<file path="src/hdl/mfmd_pkg.sv">
`timescale 1ns / 1ps
// ----------------------------------------------------------------------------
// mfmd_pkg
// types and fixed constants of the motor feedback decoder
// ----------------------------------------------------------------------------
package mfmd_pkg;

    localparam int CODE_BITS  = 13;
    localparam int TURN_OUT_W = 16;
    localparam int ACC_W      = 128;
    localparam int M_W        = 56;
    localparam int CFG_IDX_W  = 3;
    localparam int CFG_DATA_W = 24;

    // register indexes
    localparam logic [CFG_IDX_W-1:0] CFG_MOTOR_TYPE = 3'd0;
    localparam logic [CFG_IDX_W-1:0] CFG_RATIO      = 3'd1;
    localparam logic [CFG_IDX_W-1:0] CFG_INV_RATIO  = 3'd2;
    localparam logic [CFG_IDX_W-1:0] CFG_MULTI_TURN = 3'd3;
    localparam logic [CFG_IDX_W-1:0] CFG_WINDOW     = 3'd4;

    // motor types
    localparam logic [1:0] MT_SMALL = 2'd0;
    localparam logic [1:0] MT_LARGE = 2'd1;

    localparam logic signed [13:0] JUMP_LIM   = 14'sd4096;
    localparam int                 ANG_OFFSET = 4095;
    localparam int                 ANG_SH     = 42;
    localparam int                 RATE_SH    = 40;

    localparam logic [47:0] ANG_HALF  = 48'h8000_0000_0000;
    localparam logic [31:0] OUT_HALF  = 32'h8000_0000;

    // 2*pi scaled, pi/30 scaled
    localparam logic [31:0] PI_Q30    = 32'd3373259426;
    localparam logic [36:0] OMEGA_Q40 = 37'd115140588411;

    // torque per raw unit, scaled by 2^48
    localparam logic [63:0] TQ_SMALL  = (((64'd1 << 49) / 64'd200000) + 64'd1) / 64'd2;
    localparam logic [63:0] TQ_LARGE  = (((64'd1122 << 35) / 64'd3591) + 64'd1) / 64'd2;
    localparam logic [63:0] TQ_GIMBAL = (((64'd2223 << 35) / 64'd1000) + 64'd1) / 64'd2;

    typedef logic [63:0] t_word;

    typedef struct packed {
        logic       init;     // load accumulator with rounding bit
        logic       rnd;
        logic [5:0] rnd_pos;
        logic       mul;      // form one 32x32 partial product
        logic       add;      // add registered partial into accumulator
        logic [1:0] pp;       // bit 0 picks half of a, bit 1 half of b
    } t_mac_ctl;

    function automatic t_word torque_factor(input logic [1:0] mtype);
        t_word f;
        case (mtype)
            MT_SMALL: f = TQ_SMALL;
            MT_LARGE: f = TQ_LARGE;
            default:  f = TQ_GIMBAL;
        endcase
        return f;
    endfunction

endpackage

</file>
<file path="src/hdl/mfmd_mac.sv">
`timescale 1ns / 1ps
// ----------------------------------------------------------------------------
// mfmd_mac
// shared 32x32 multiplier with registered product and wide accumulator
// ----------------------------------------------------------------------------
module mfmd_mac
    import mfmd_pkg::*;
(
    input  logic             i_clk,
    input  t_mac_ctl         i_ctl,
    input  t_word            i_a,
    input  t_word            i_b,
    output logic [ACC_W-1:0] o_acc
);

    logic [31:0]      a_half;
    logic [31:0]      b_half;
    logic [63:0]      r_prod;
    logic [1:0]       r_sum;
    logic [ACC_W-1:0] r_acc;

    assign a_half = i_ctl.pp[0] ? i_a[63:32] : i_a[31:0];
    assign b_half = i_ctl.pp[1] ? i_b[63:32] : i_b[31:0];

    always_ff @(posedge i_clk) begin
        if (i_ctl.mul) begin
            r_prod <= a_half * b_half;
            r_sum  <= {1'b0, i_ctl.pp[0]} + {1'b0, i_ctl.pp[1]};
        end
        if (i_ctl.init) begin
            r_acc <= ACC_W'(i_ctl.rnd) << i_ctl.rnd_pos;
        end else if (i_ctl.add) begin
            // partial weight is 2^(32 * number of high halves)
            r_acc <= r_acc + (ACC_W'(r_prod) << {r_sum, 5'b0});
        end
    end

    assign o_acc = r_acc;

endmodule

</file>
<file path="src/hdl/motor_feedback_multiturn_decoder.sv">
`timescale 1ns / 1ps
// ----------------------------------------------------------------------------
// motor_feedback_multiturn_decoder
// Each input word is either a feedback frame or a time check. A frame updates
// the turn counter (a code jump beyond 4096 counts one turn) and yields angle,
// speed and torque as rounded, saturated signed values, the angle in Q32.16
// and speed and torque in Q16.16. All products run through one 32x32
// multiplier in six steps (three exact, three of four partial products); each
// partial passes a multiply and an accumulate state, and each step ends in a
// store state. The next word is taken only after the result is registered. A
// time check goes straight to the result with zero angle, speed, torque and
// temperature. Ready stays low while a word is in work.
// ----------------------------------------------------------------------------
module motor_feedback_multiturn_decoder
    import mfmd_pkg::*;
#(
    parameter int TURN_BITS = 16
) (
    input  logic                  i_clk,
    input  logic                  i_rst_n,
    // configuration
    input  logic                  i_cfg_we,
    input  logic [CFG_IDX_W-1:0]  i_cfg_idx,
    input  logic [CFG_DATA_W-1:0] i_cfg_data,
    // input channel
    input  logic                  i_valid,
    output logic                  o_ready,
    input  logic                  i_cmd,
    input  logic [31:0]           i_time_ms,
    input  logic [12:0]           i_angle_code,
    input  logic signed [15:0]    i_speed_rpm,
    input  logic signed [15:0]    i_current_raw,
    input  logic [7:0]            i_temperature,
    // output channel
    output logic                  o_valid,
    input  logic                  i_ready,
    output logic signed [47:0]    o_angle_q16,
    output logic signed [31:0]    o_speed_q16,
    output logic signed [31:0]    o_torque_q16,
    output logic [7:0]            o_temperature_c,
    output logic signed [15:0]    o_turn_count,
    output logic                  o_opened,
    output logic                  o_alive
);

    localparam int ANG_W      = TURN_BITS + CODE_BITS + 1;
    localparam int TURN_EXT_W = (TURN_BITS > TURN_OUT_W) ? TURN_BITS : TURN_OUT_W;

    localparam logic [2:0] S_IDLE  = 3'd0;
    localparam logic [2:0] S_PREP  = 3'd1;
    localparam logic [2:0] S_MUL   = 3'd2;
    localparam logic [2:0] S_ACC   = 3'd3;
    localparam logic [2:0] S_STORE = 3'd4;
    localparam logic [2:0] S_DONE  = 3'd5;

    // odd steps are the wide rounded products
    localparam logic [2:0] OP_K     = 3'd0;
    localparam logic [2:0] OP_ANG   = 3'd1;
    localparam logic [2:0] OP_SPD_M = 3'd2;
    localparam logic [2:0] OP_SPD   = 3'd3;
    localparam logic [2:0] OP_TQ_M  = 3'd4;
    localparam logic [2:0] OP_TQ    = 3'd5;

    logic [2:0]  r_state, n_state;
    logic [2:0]  r_op;
    logic [1:0]  r_pp;

    logic [1:0]  r_motor_type;
    logic [15:0] r_ratio;
    logic [23:0] r_inv_ratio;
    logic        r_multi;
    logic [15:0] r_window;

    logic                 r_seen;
    logic [12:0]          r_prev_code;
    logic [TURN_BITS-1:0] r_turns;
    logic [31:0]          r_last_time;

    logic        r_time_chk;
    logic [12:0] r_code;
    logic [7:0]  r_temp;
    logic        r_rpm_neg;
    logic [15:0] r_rpm_mag;
    logic        r_cur_neg;
    logic [15:0] r_cur_mag;
    logic        r_alive;

    logic             r_ang_neg;
    logic [ANG_W-1:0] r_ang_mag;
    logic [M_W-1:0]   r_m;
    logic [47:0]      r_ang_res;
    logic [31:0]      r_spd_res;
    logic [31:0]      r_tq_res;

    logic        r_out_valid;
    logic [47:0] r_out_angle;
    logic [31:0] r_out_speed;
    logic [31:0] r_out_torque;
    logic [7:0]  r_out_temp;
    logic [15:0] r_out_turns;
    logic        r_out_opened;
    logic        r_out_alive;

    logic                  accept;
    logic                  out_load;
    logic [12:0]           prev_eff;
    logic signed [13:0]    diff;
    logic [TURN_BITS-1:0]  n_turns;
    logic                  n_seen;
    logic [31:0]           n_last;
    logic [31:0]           age;
    logic signed [ANG_W-1:0] code_off;
    logic signed [ANG_W-1:0] turn_off;
    logic signed [ANG_W-1:0] total;
    logic [TURN_EXT_W-1:0] turns_ext;

    t_word            mac_a;
    t_word            mac_b;
    t_mac_ctl         mac_ctl;
    logic [ACC_W-1:0] mac_acc;
    logic             pp_last;
    logic [2:0]       nxt_op;

    logic [ACC_W-1:0] q_ang;
    logic [ACC_W-1:0] q_rate;
    logic [ACC_W-1:0] ang_lim;
    logic [ACC_W-1:0] rate_lim;
    logic [ACC_W-1:0] ang_sat;
    logic [ACC_W-1:0] rate_sat;
    logic             rate_neg;

    assign accept   = i_valid && o_ready;
    assign out_load = (r_state == S_DONE) && (!r_out_valid || i_ready);

    // turn tracking; the first frame only seeds the previous code
    assign prev_eff = r_seen ? r_prev_code : i_angle_code;
    assign diff     = signed'({1'b0, i_angle_code}) - signed'({1'b0, prev_eff});

    always_comb begin
        n_turns = r_turns;
        if (diff > JUMP_LIM) begin
            n_turns = r_turns - TURN_BITS'(1);
        end else if (diff < -JUMP_LIM) begin
            n_turns = r_turns + TURN_BITS'(1);
        end
    end

    assign n_seen = r_seen || !i_cmd;
    assign n_last = i_cmd ? r_last_time : i_time_ms;
    assign age    = i_time_ms - n_last;

    // angle before scaling, in codes
    assign code_off = ANG_W'(signed'({1'b0, r_code})) - ANG_W'(ANG_OFFSET);
    assign turn_off = r_multi ? (ANG_W'(signed'(r_turns)) <<< CODE_BITS) : '0;
    assign total    = code_off + turn_off;

    always_comb begin
        case (r_op)
            OP_K: begin
                mac_a = t_word'(r_inv_ratio);
                mac_b = t_word'(PI_Q30);
            end
            OP_ANG: begin
                mac_a = t_word'(r_ang_mag);
                mac_b = t_word'(r_m);
            end
            OP_SPD_M: begin
                mac_a = t_word'(r_rpm_mag);
                mac_b = t_word'(r_inv_ratio);
            end
            OP_SPD: begin
                mac_a = t_word'(r_m);
                mac_b = t_word'(OMEGA_Q40);
            end
            OP_TQ_M: begin
                mac_a = t_word'(r_cur_mag);
                mac_b = t_word'(r_ratio);
            end
            OP_TQ: begin
                mac_a = t_word'(r_m);
                mac_b = torque_factor(r_motor_type);
            end
            default: begin
                mac_a = '0;
                mac_b = '0;
            end
        endcase
    end

    assign pp_last = r_op[0] ? (r_pp == 2'd3) : (r_pp == 2'd0);
    assign nxt_op  = (r_state == S_PREP) ? OP_K : (r_op + 3'd1);

    always_comb begin
        mac_ctl.init    = (r_state == S_PREP) || ((r_state == S_STORE) && (r_op != OP_TQ));
        mac_ctl.rnd     = nxt_op[0];
        mac_ctl.rnd_pos = (nxt_op == OP_ANG) ? 6'(ANG_SH - 1) : 6'(RATE_SH - 1);
        mac_ctl.mul     = (r_state == S_MUL);
        mac_ctl.add     = (r_state == S_ACC);
        mac_ctl.pp      = r_pp;
    end

    mfmd_mac u_mac (
        .i_clk (i_clk),
        .i_ctl (mac_ctl),
        .i_a   (mac_a),
        .i_b   (mac_b),
        .o_acc (mac_acc)
    );

    // rounding bit was preloaded, so a plain shift rounds half away from zero
    assign q_ang    = mac_acc >> ANG_SH;
    assign q_rate   = mac_acc >> RATE_SH;
    assign rate_neg = (r_op == OP_SPD) ? r_rpm_neg : r_cur_neg;
    assign ang_lim  = ACC_W'(ANG_HALF) - ACC_W'(!r_ang_neg);
    assign rate_lim = ACC_W'(OUT_HALF) - ACC_W'(!rate_neg);
    assign ang_sat  = (q_ang > ang_lim) ? ang_lim : q_ang;
    assign rate_sat = (q_rate > rate_lim) ? rate_lim : q_rate;

    assign turns_ext = TURN_EXT_W'(r_turns);

    always_comb begin
        n_state = r_state;
        case (r_state)
            S_IDLE: begin
                if (accept) begin
                    n_state = i_cmd ? S_DONE : S_PREP;
                end
            end
            S_PREP:  n_state = S_MUL;
            S_MUL:   n_state = S_ACC;
            S_ACC:   n_state = pp_last ? S_STORE : S_MUL;
            S_STORE: n_state = (r_op == OP_TQ) ? S_DONE : S_MUL;
            S_DONE: begin
                if (out_load) begin
                    n_state = S_IDLE;
                end
            end
            default: n_state = S_IDLE;
        endcase
    end

    // control state
    always_ff @(posedge i_clk) begin
        if (!i_rst_n) begin
            r_state      <= S_IDLE;
            r_op         <= OP_K;
            r_pp         <= 2'd0;
            r_motor_type <= MT_LARGE;
            r_ratio      <= 16'd256;
            r_inv_ratio  <= 24'd65536;
            r_multi      <= 1'b0;
            r_window     <= 16'd100;
            r_seen       <= 1'b0;
            r_prev_code  <= '0;
            r_turns      <= '0;
            r_last_time  <= '0;
            r_out_valid  <= 1'b0;
        end else begin
            r_state <= n_state;

            if (i_cfg_we) begin
                case (i_cfg_idx)
                    CFG_MOTOR_TYPE: r_motor_type <= i_cfg_data[1:0];
                    CFG_RATIO:      r_ratio      <= i_cfg_data[15:0];
                    CFG_INV_RATIO:  r_inv_ratio  <= i_cfg_data[23:0];
                    CFG_MULTI_TURN: r_multi      <= i_cfg_data[0];
                    CFG_WINDOW:     r_window     <= i_cfg_data[15:0];
                    default: ;
                endcase
            end

            if (accept && !i_cmd) begin
                r_seen      <= 1'b1;
                r_prev_code <= i_angle_code;
                r_turns     <= n_turns;
                r_last_time <= i_time_ms;
            end

            if (r_state == S_PREP) begin
                r_op <= OP_K;
                r_pp <= 2'd0;
            end else if (r_state == S_ACC) begin
                r_pp <= pp_last ? 2'd0 : (r_pp + 2'd1);
            end else if (r_state == S_STORE) begin
                r_op <= nxt_op;
            end

            if (out_load) begin
                r_out_valid <= 1'b1;
            end else if (i_ready) begin
                r_out_valid <= 1'b0;
            end
        end
    end

    // word data
    always_ff @(posedge i_clk) begin
        if (accept) begin
            r_time_chk <= i_cmd;
            r_code     <= i_angle_code;
            r_temp     <= i_temperature;
            r_rpm_neg  <= i_speed_rpm[15];
            r_rpm_mag  <= i_speed_rpm[15] ? 16'(-i_speed_rpm) : i_speed_rpm;
            r_cur_neg  <= i_current_raw[15];
            r_cur_mag  <= i_current_raw[15] ? 16'(-i_current_raw) : i_current_raw;
            r_alive    <= n_seen && (age < {16'd0, r_window});
        end

        if (r_state == S_PREP) begin
            r_ang_neg <= total[ANG_W-1];
            r_ang_mag <= total[ANG_W-1] ? ANG_W'(-total) : ANG_W'(total);
        end

        if (r_state == S_STORE) begin
            case (r_op)
                OP_ANG:  r_ang_res <= ang_sat[47:0];
                OP_SPD:  r_spd_res <= rate_sat[31:0];
                OP_TQ:   r_tq_res  <= rate_sat[31:0];
                default: r_m       <= mac_acc[M_W-1:0];
            endcase
        end

        if (out_load) begin
            if (r_time_chk) begin
                r_out_angle  <= '0;
                r_out_speed  <= '0;
                r_out_torque <= '0;
                r_out_temp   <= '0;
            end else begin
                r_out_angle  <= r_ang_neg ? (48'd0 - r_ang_res) : r_ang_res;
                r_out_speed  <= r_rpm_neg ? (32'd0 - r_spd_res) : r_spd_res;
                r_out_torque <= r_cur_neg ? (32'd0 - r_tq_res) : r_tq_res;
                r_out_temp   <= r_temp;
            end
            r_out_turns  <= turns_ext[TURN_OUT_W-1:0];
            r_out_opened <= r_seen;
            r_out_alive  <= r_alive;
        end
    end

    assign o_ready         = (r_state == S_IDLE);
    assign o_valid         = r_out_valid;
    assign o_angle_q16     = r_out_angle;
    assign o_speed_q16     = r_out_speed;
    assign o_torque_q16    = r_out_torque;
    assign o_temperature_c = r_out_temp;
    assign o_turn_count    = r_out_turns;
    assign o_opened        = r_out_opened;
    assign o_alive         = r_out_alive;

endmodule

</file>
<file path="config.mk">
export PLATFORM = sky130hd
export DESIGN_NAME = motor_feedback_multiturn_decoder
export DESIGN_NICKNAME = d
export VERILOG_FILES = /design/src/hdl/mfmd_pkg.sv /design/src/hdl/mfmd_mac.sv /design/src/hdl/motor_feedback_multiturn_decoder.sv
export SDC_FILE = /design/constraint.sdc
export NUM_CORES = 2
export LEC_CHECK = 0
export ABC_AREA = 0
export ABC_CLOCK_PERIOD_IN_PS = 13890
export BUFFER_PORTS_ARGS = -buffer_cell sky130_fd_sc_hd__buf_2
export CAP_MARGIN = 10
export CELL_PAD_IN_SITES_DETAIL_PLACEMENT = 2
export CELL_PAD_IN_SITES_GLOBAL_PLACEMENT = 2
export CORE_ASPECT_RATIO = 1.5
export CORE_MARGIN = 10
export CORE_UTILIZATION = 41
export DETAILED_ROUTE_END_ITERATION = 6
export GPL_TIMING_DRIVEN = 0
export MAX_ROUTING_LAYER = met4
export PLACE_DENSITY = 0.87
export SLEW_MARGIN = 20
export SYNTH_ARGS = -nofsm -noshare
export SYNTH_HDL_FRONTEND = slang
export SYNTH_SLANG_ARGS = --single-unit
</file>
<file path="constraint.sdc">
create_clock -name i_clk -period 13.89 [get_ports i_clk]
set_input_delay 2.778 -clock i_clk [delete_from_list [all_inputs] [get_ports i_clk]]
set_output_delay 2.778 -clock i_clk [all_outputs]
set_load 0.01 [all_outputs]
</file>
# After elaboration in Yosys (flattened, before gate mapping)
# Cells that the tools add are included.
[word_totals] register_bits=718 elab_cells=157
[classes] addsub=18 multipliers=1 order_cmp=5 eq_ne=20 shifts=2 mux=33 bitwise_logic=3 reduce_logical=35
[ops] cell="one-hot mux 56 bit (6 select lines)" count=1
[ops] cell="one-hot mux 56 bit (5 select lines)" count=1
[ops] cell="2-to-1 mux 128 bit" count=2
[ops] cell="2-to-1 mux 32 bit" count=6
[ops] cell="adder 128 bit" count=1
[ops] cell="> comparator 86 x 128 -> 1 bit" count=1
[ops] cell="> comparator 88 x 128 -> 1 bit" count=1
[ops] cell="<< shifter 1 x 6 -> 128 bit" count=1
[ops] cell="<< shifter 64 x 7 -> 128 bit" count=1
[ops] cell="2-to-1 mux 48 bit" count=2
[ops] cell="one-hot mux 36 bit (2 select lines)" count=1
[ops] cell="multiplier 32 x 32 -> 64 bit" count=1
[ops] cell="subtractor 1 x 32 -> 32 bit, first input constant" count=2
[ops] cell="subtractor 48 x 1 -> 49 bit, first input constant" count=1
[ops] cell="subtractor 1 x 48 -> 48 bit, first input constant" count=1
[ops] cell="subtractor 32 x 1 -> 33 bit, first input constant" count=1
[ops] cell="< comparator 32 x 16 -> 1 bit" count=1
[ops] cell="2-to-1 mux 16 bit" count=2
[ops] cell="negator 16 bit" count=2
[ops] cell="subtractor 32 bit" count=1
[ops] cell="adder 14 x 30 -> 30 bit" count=1
[ops] cell="2-to-1 mux 15 bit" count=2
[ops] cell="2-to-1 mux 30 bit" count=1
[ops] cell="negator 30 bit" count=1
[ops] cell="other kinds (34)" count=82

# Logic depth before layout (Yosys ltp)
[depth] depth_word=6 mapped_depth=41

# Hierarchy
# Synthesis repeated with hierarchy kept, for this count alone.
[unflattened] hier_cells=8794 area_unflattened_um2=80294.5
[modules_own_cells] mod="mfmd_mac" instances=1 cells_each=5757 area_per_inst_um2=49894.1
[modules_own_cells] mod="motor_feedback_multiturn_decoder" instances=1 cells_each=3037 area_per_inst_um2=30400.4

# Least setup slack after synthesis
# Ideal clock, no wire load.
[synth_timing] path_kind="input to register" startpoint="input i_ready" endpoint="register r_out_alive, in the netlist o_alive, enable pin" setup_ns=0.653 arrival_ns=8.989 required_time_ns=13.237 path_slack_ns=4.249 stages=2 path_buffers=0 cell_sequence="nand2b_1 -> nor2b_1"
[synth_via] elab_chain_len=2
[synth_lines] item="start, declared" line_no="motor_feedback_multiturn_decoder.sv:36" text="input logic i_ready,"
[synth_lines] item="logical OR 1 bit" line_no="motor_feedback_multiturn_decoder.sv:133" text="assign out_load = (r_state == S_DONE) && (!r_out_valid || i_ready);"
[synth_lines] item="logical AND 1 bit" line_no="motor_feedback_multiturn_decoder.sv:133"
[synth_lines] item="net out_load" line_no="motor_feedback_multiturn_decoder.sv:105" text="logic out_load;"
[synth_lines] item="end signal, assigned" line_no="motor_feedback_multiturn_decoder.sv:337" text="r_out_alive <= r_alive;"
[synth_lines] item="end, declared" line_no="motor_feedback_multiturn_decoder.sv:102" text="logic r_out_alive;"
# The timed path passes the listed nets, and every way through them passes these cells.
# A chain may end at the register's enable or synchronous reset.

# Final worst setup path
[layout_timing] startpoint="register r_op[2]" endpoint="register u_mac.r_prod[49] (data pin)"
[layout_via] elab_chain_len=5
[layout_lines] item="start, declared" line_no="motor_feedback_multiturn_decoder.sv:65" text="logic [2:0] r_op;"
[layout_lines] item="start signal, assigned" line_no="motor_feedback_multiturn_decoder.sv:285" text="r_op <= nxt_op;"
[layout_lines] item="equality test 3 x 2 -> 1 bit / equality test 3 bit (equally long branches)" line_no="motor_feedback_multiturn_decoder.sv:158" text="case (r_op)"
[layout_lines] item="OR reduction 2 bit (no line)"
[layout_lines] item="one-hot mux 56 bit (5 select lines)" line_no="motor_feedback_multiturn_decoder.sv:158"
[layout_lines] item="2-to-1 mux 32 bit" line_no="mfmd_mac.sv:22" text="assign a_half = i_ctl.pp[0] ? i_a[63:32] : i_a[31:0];"
[layout_lines] item="multiplier 32 x 32 -> 64 bit (*)" line_no="mfmd_mac.sv:27" text="r_prod <= a_half * b_half;"
[layout_lines] item="end signal, assigned" line_no="mfmd_mac.sv:27"
[layout_lines] item="end, declared" line_no="mfmd_mac.sv:18" text="logic [63:0] r_prod;"
# Mark *: on every way between the ends. The rest lies on a longest branch, timed or not.

==> summary.txt <==
Hold path
  – Hold_sp: u_mac.o_acc[31]
  – HP Class: flip-flop to flip-flop

Global routing
  – Largest net degree at the start of global routing: 52
  – All-Layer GR Usage: 41.0%
  – First-pass GRT wire length: 603000 microns
  – Vias in the first global route: 82137
  – GRT Residual Overflow: 0
  – Initial antenna violation count: 27

Worst setup path
  – Slowest stage delay, CP: 1040 ps
  – Reg2reg start: r_op[2]
  – Crit path kind: flip-flop to flip-flop
  – Critical path launch point type: flip-flop
  – Arr. time, crit path: 14520 ps
  – Slowest-stage cell, CP: a2111oi_0
  – Maximum fanout along the worst path: 10
  – CP Launch Point: r_op[2]
  – Element type at the critical path end: flip-flop
  – Worst endpoint required time: 14350 ps

Synthesis
  – Syn Nets: 10253
  – Compound-Gate Fraction of Synth Area: 12.7%
  – Post-synth EDFFs: 588
  – Multiplexer share of the synthesized area: 2.14%
  – Area leader, netlist: fa_1
  – Average size of a mapped cell: 9.08 sq um
  – Yosys cell types: 93
  – Synth top cells by count: inv_1, nor2_1, nand2_1, fa_1, edfxtp_1
  – XOR/XNOR share of the synthesized area: 4.34%
  – Count leader, synth: inv_1
  – Asr flop ratio synth: 0%
  – Cell area after synthesis: 78700 sq um
  – Synth Area in Adders: 32.0%
  – Synth Flop Type: edfxtp_1
  – #FFs+latches synth: 718
  – Post-Syn Instances: 8662
  – Synth Area in Simple Gates: 15.4%
  – Combinational family with the most area after synthesis: adder cells
  – Post-synth top area share: 22.9%
  – Sequential element share of the synthesized area: 25.8%
  – Synth area leaders: fa_1, edfxtp_1, ha_1
  – Synth warn: 0

Drt
  – First-pass detailed-route iteration total: 7
  – Routed wl met3: 25000 microns
  – Via density: 6.20
  – Via count: 72111
  – Initial DRC count: 5987
  – Routed Antenna Nets: 0
  – DRC violations left: 2
  – WL met2: 210000 microns
  – Avg WL per Cell: 36.5 microns
  – Top routing layer in use: met4
  – Wire length on met1: 140000 microns
  – Drt total wl: 425000 microns

Layout
  – Area Growth Syn to Fin: 10.9%
  – Design Area, Final: 87200 sq um
  – Count of nets after finishing: 10655
  – Layout cells sized above 1: 7.75%

STA
  – Setup Total Neg Slack: -290 ps
  – Worst-margin pin slew: 1300 ps
  – Tcrit/Tclk final: 101%
  – FMAX: 71.1 MHz
  – RSZ-0062 raised after global routing: no
  – Setup violators final: 2
  – Clk_skew: 95.9 ps
  – Final hold vios: 0
  – Post-route setup slack: -171 ps
  – Slew Viols, Final: 0
  – Crit path time final: 14060 ps
  – Max_slew headroom: 12.9%

Placed design
  – Port Buffers: 256
  – Dpl hpwl: 343000 microns
  – GPL Wtd Cong: 1.05
  – Placed Area: 84300 sq um

CTS
  – Setup repair bufs after CTS: 0
  – CTS tree: yes
  – Clock-pin slew on the worst setup and hold paths: 70 ps
  – H-tree Lvls: 3
  – Root Driver: clkbuf_16
  – CTS Hold Bufs: 0
  – Clock Sinks: 718
  – Number of buffers created by CTS: 83
  – Max clock buf depth: 3
  – PostCTS Resize Cnt: 0
  – Worst skew pair latency: 750 ps

Die
  – Core area: 191000 sq um
  – # rows: 196
  – Die Area: 210000 sq um
  – DIE WIDTH: 378 microns
  – I/O Pins: 258
  – Die Span Y: 556 microns
  – Initial core utilization: 41.3%

Pwr
  – Peak supply drop: 0.259 mV
  – PwrDens: 254 nW/um^2
  – Leak: 38.1 nW

Job
  – Max_cap viols: 0

Status
  – Failing checks: design-rule violations, negative setup slack
  – Status: complete, but fails checks
-- layout make-up --
type | count | area (sq um)
Antenna cell | 25 | 62.6
Inverter | 1140 | 4280
Multi-Input combinational cell | 6353 | 52800
Clock buffer | 98 | 2190
Timing Repair Buffer | 317 | 2190
Sequential cell | 718 | 20300
Fill cell | 20692 | 103000
Buffer | 451 | 1760
Clock inverter | 55 | 601
Tap cell | 2475 | 3100
-- stage by stage --
stage	instances	power (mW)	hold slack [ps]	worst slack (ps)	util (%)
final	11632	22.1	432	-171	45.8
after global placement	11393	18.0	426	-1200	43.6
after floorplan	8662	12.4	400	4250	-
after detailed placement	11451	18.8	420	468	44.3
after global routing	11629	23.2	437	115	45.8
after CTS	11604	21.7	431	210	45.7
-- cell usage in the layout, fill, tap and decap left out, types with 84 or more instances in the layout --
| master | count |
|---|---|
| ha_1 | 572 |
| mux2i_1 | 111 |
| nand2_1 | 1031 |
| a21o_1 | 154 |
| inv_1 | 1138 |
| nor3_1 | 93 |
| o21ai_0 | 272 |
| a21oi_1 | 497 |
| clkbuf_1 | 391 |
| nand4_1 | 124 |
| edfxtp_1 | 588 |
| dfxtp_1 | 130 |
| buf_2 | 266 |
| fa_1 | 901 |
| xnor2_1 | 215 |
| clkbuf_16 | 84 |
| nor2_1 | 1035 |
| xor2_1 | 175 |
| nor2b_1 | 87 |
-- metal layers --
metal / GRT usage (%) / up-vias
li1: - / 29636
met1: 39.9 / 37266
met2: 69.4 / 3404
met3: 7.12 / 1805
met4: 37.1 / 0
met5: - / -
-- path summary, 6_finish.rpt --
| path | slack, ps | cells past startpoint | to |
|---|---|---|---|
| worst max-delay path | -170 | 33 | u_mac.r_prod[49] |
| worst min register to register | 430 | 0 | r_m[31] |
| worst min-delay path | 430 | 0 | r_m[31] |
| worst max register to register | -170 | 33 | u_mac.r_prod[49] |
-- worst max-delay path: cells and delay by family, from the launching register on --
kind / cells / cell delay [ps]
fa+ha+maj: 10 / 4980
flops: 1 / 380
compound gates: 6 / 3620
buf+inv: 9 / 2230
simple gates: 7 / 2060
xor+xnor: 1 / 520
-- cell families after synthesis --
family	after synthesis
DFF	718
xor gates and xnor gates	390
adders and majority gates	1473
and+or+nand+nor	2772
AOI/OAI and AO/OA	1556
buffers and inverters	1591
muxes	162
-- where the power goes --
part / switching, mW / leakage (nW) / internal, mW
logic: 11.1 / 30.2 / 4.96
registers: 0.548 / 6.48 / 3.17
clock network: 1.11 / 1.36 / 1.27
total: 12.7 / 38.1 / 9.39
-- sequential cells by signal, summed over array words and instances, names as in the netlist, 32 cells and up --
register / count
o_angle_q16: 48
o_speed_q16: 32
o_torque_q16: 32
r_ang_res: 48
r_last_time: 32
r_m: 56
r_spd_res: 32
r_tq_res: 32
u_mac.o_acc: 128
u_mac.r_prod: 64
Note: power is estimated with default switching activity, not from simulation.
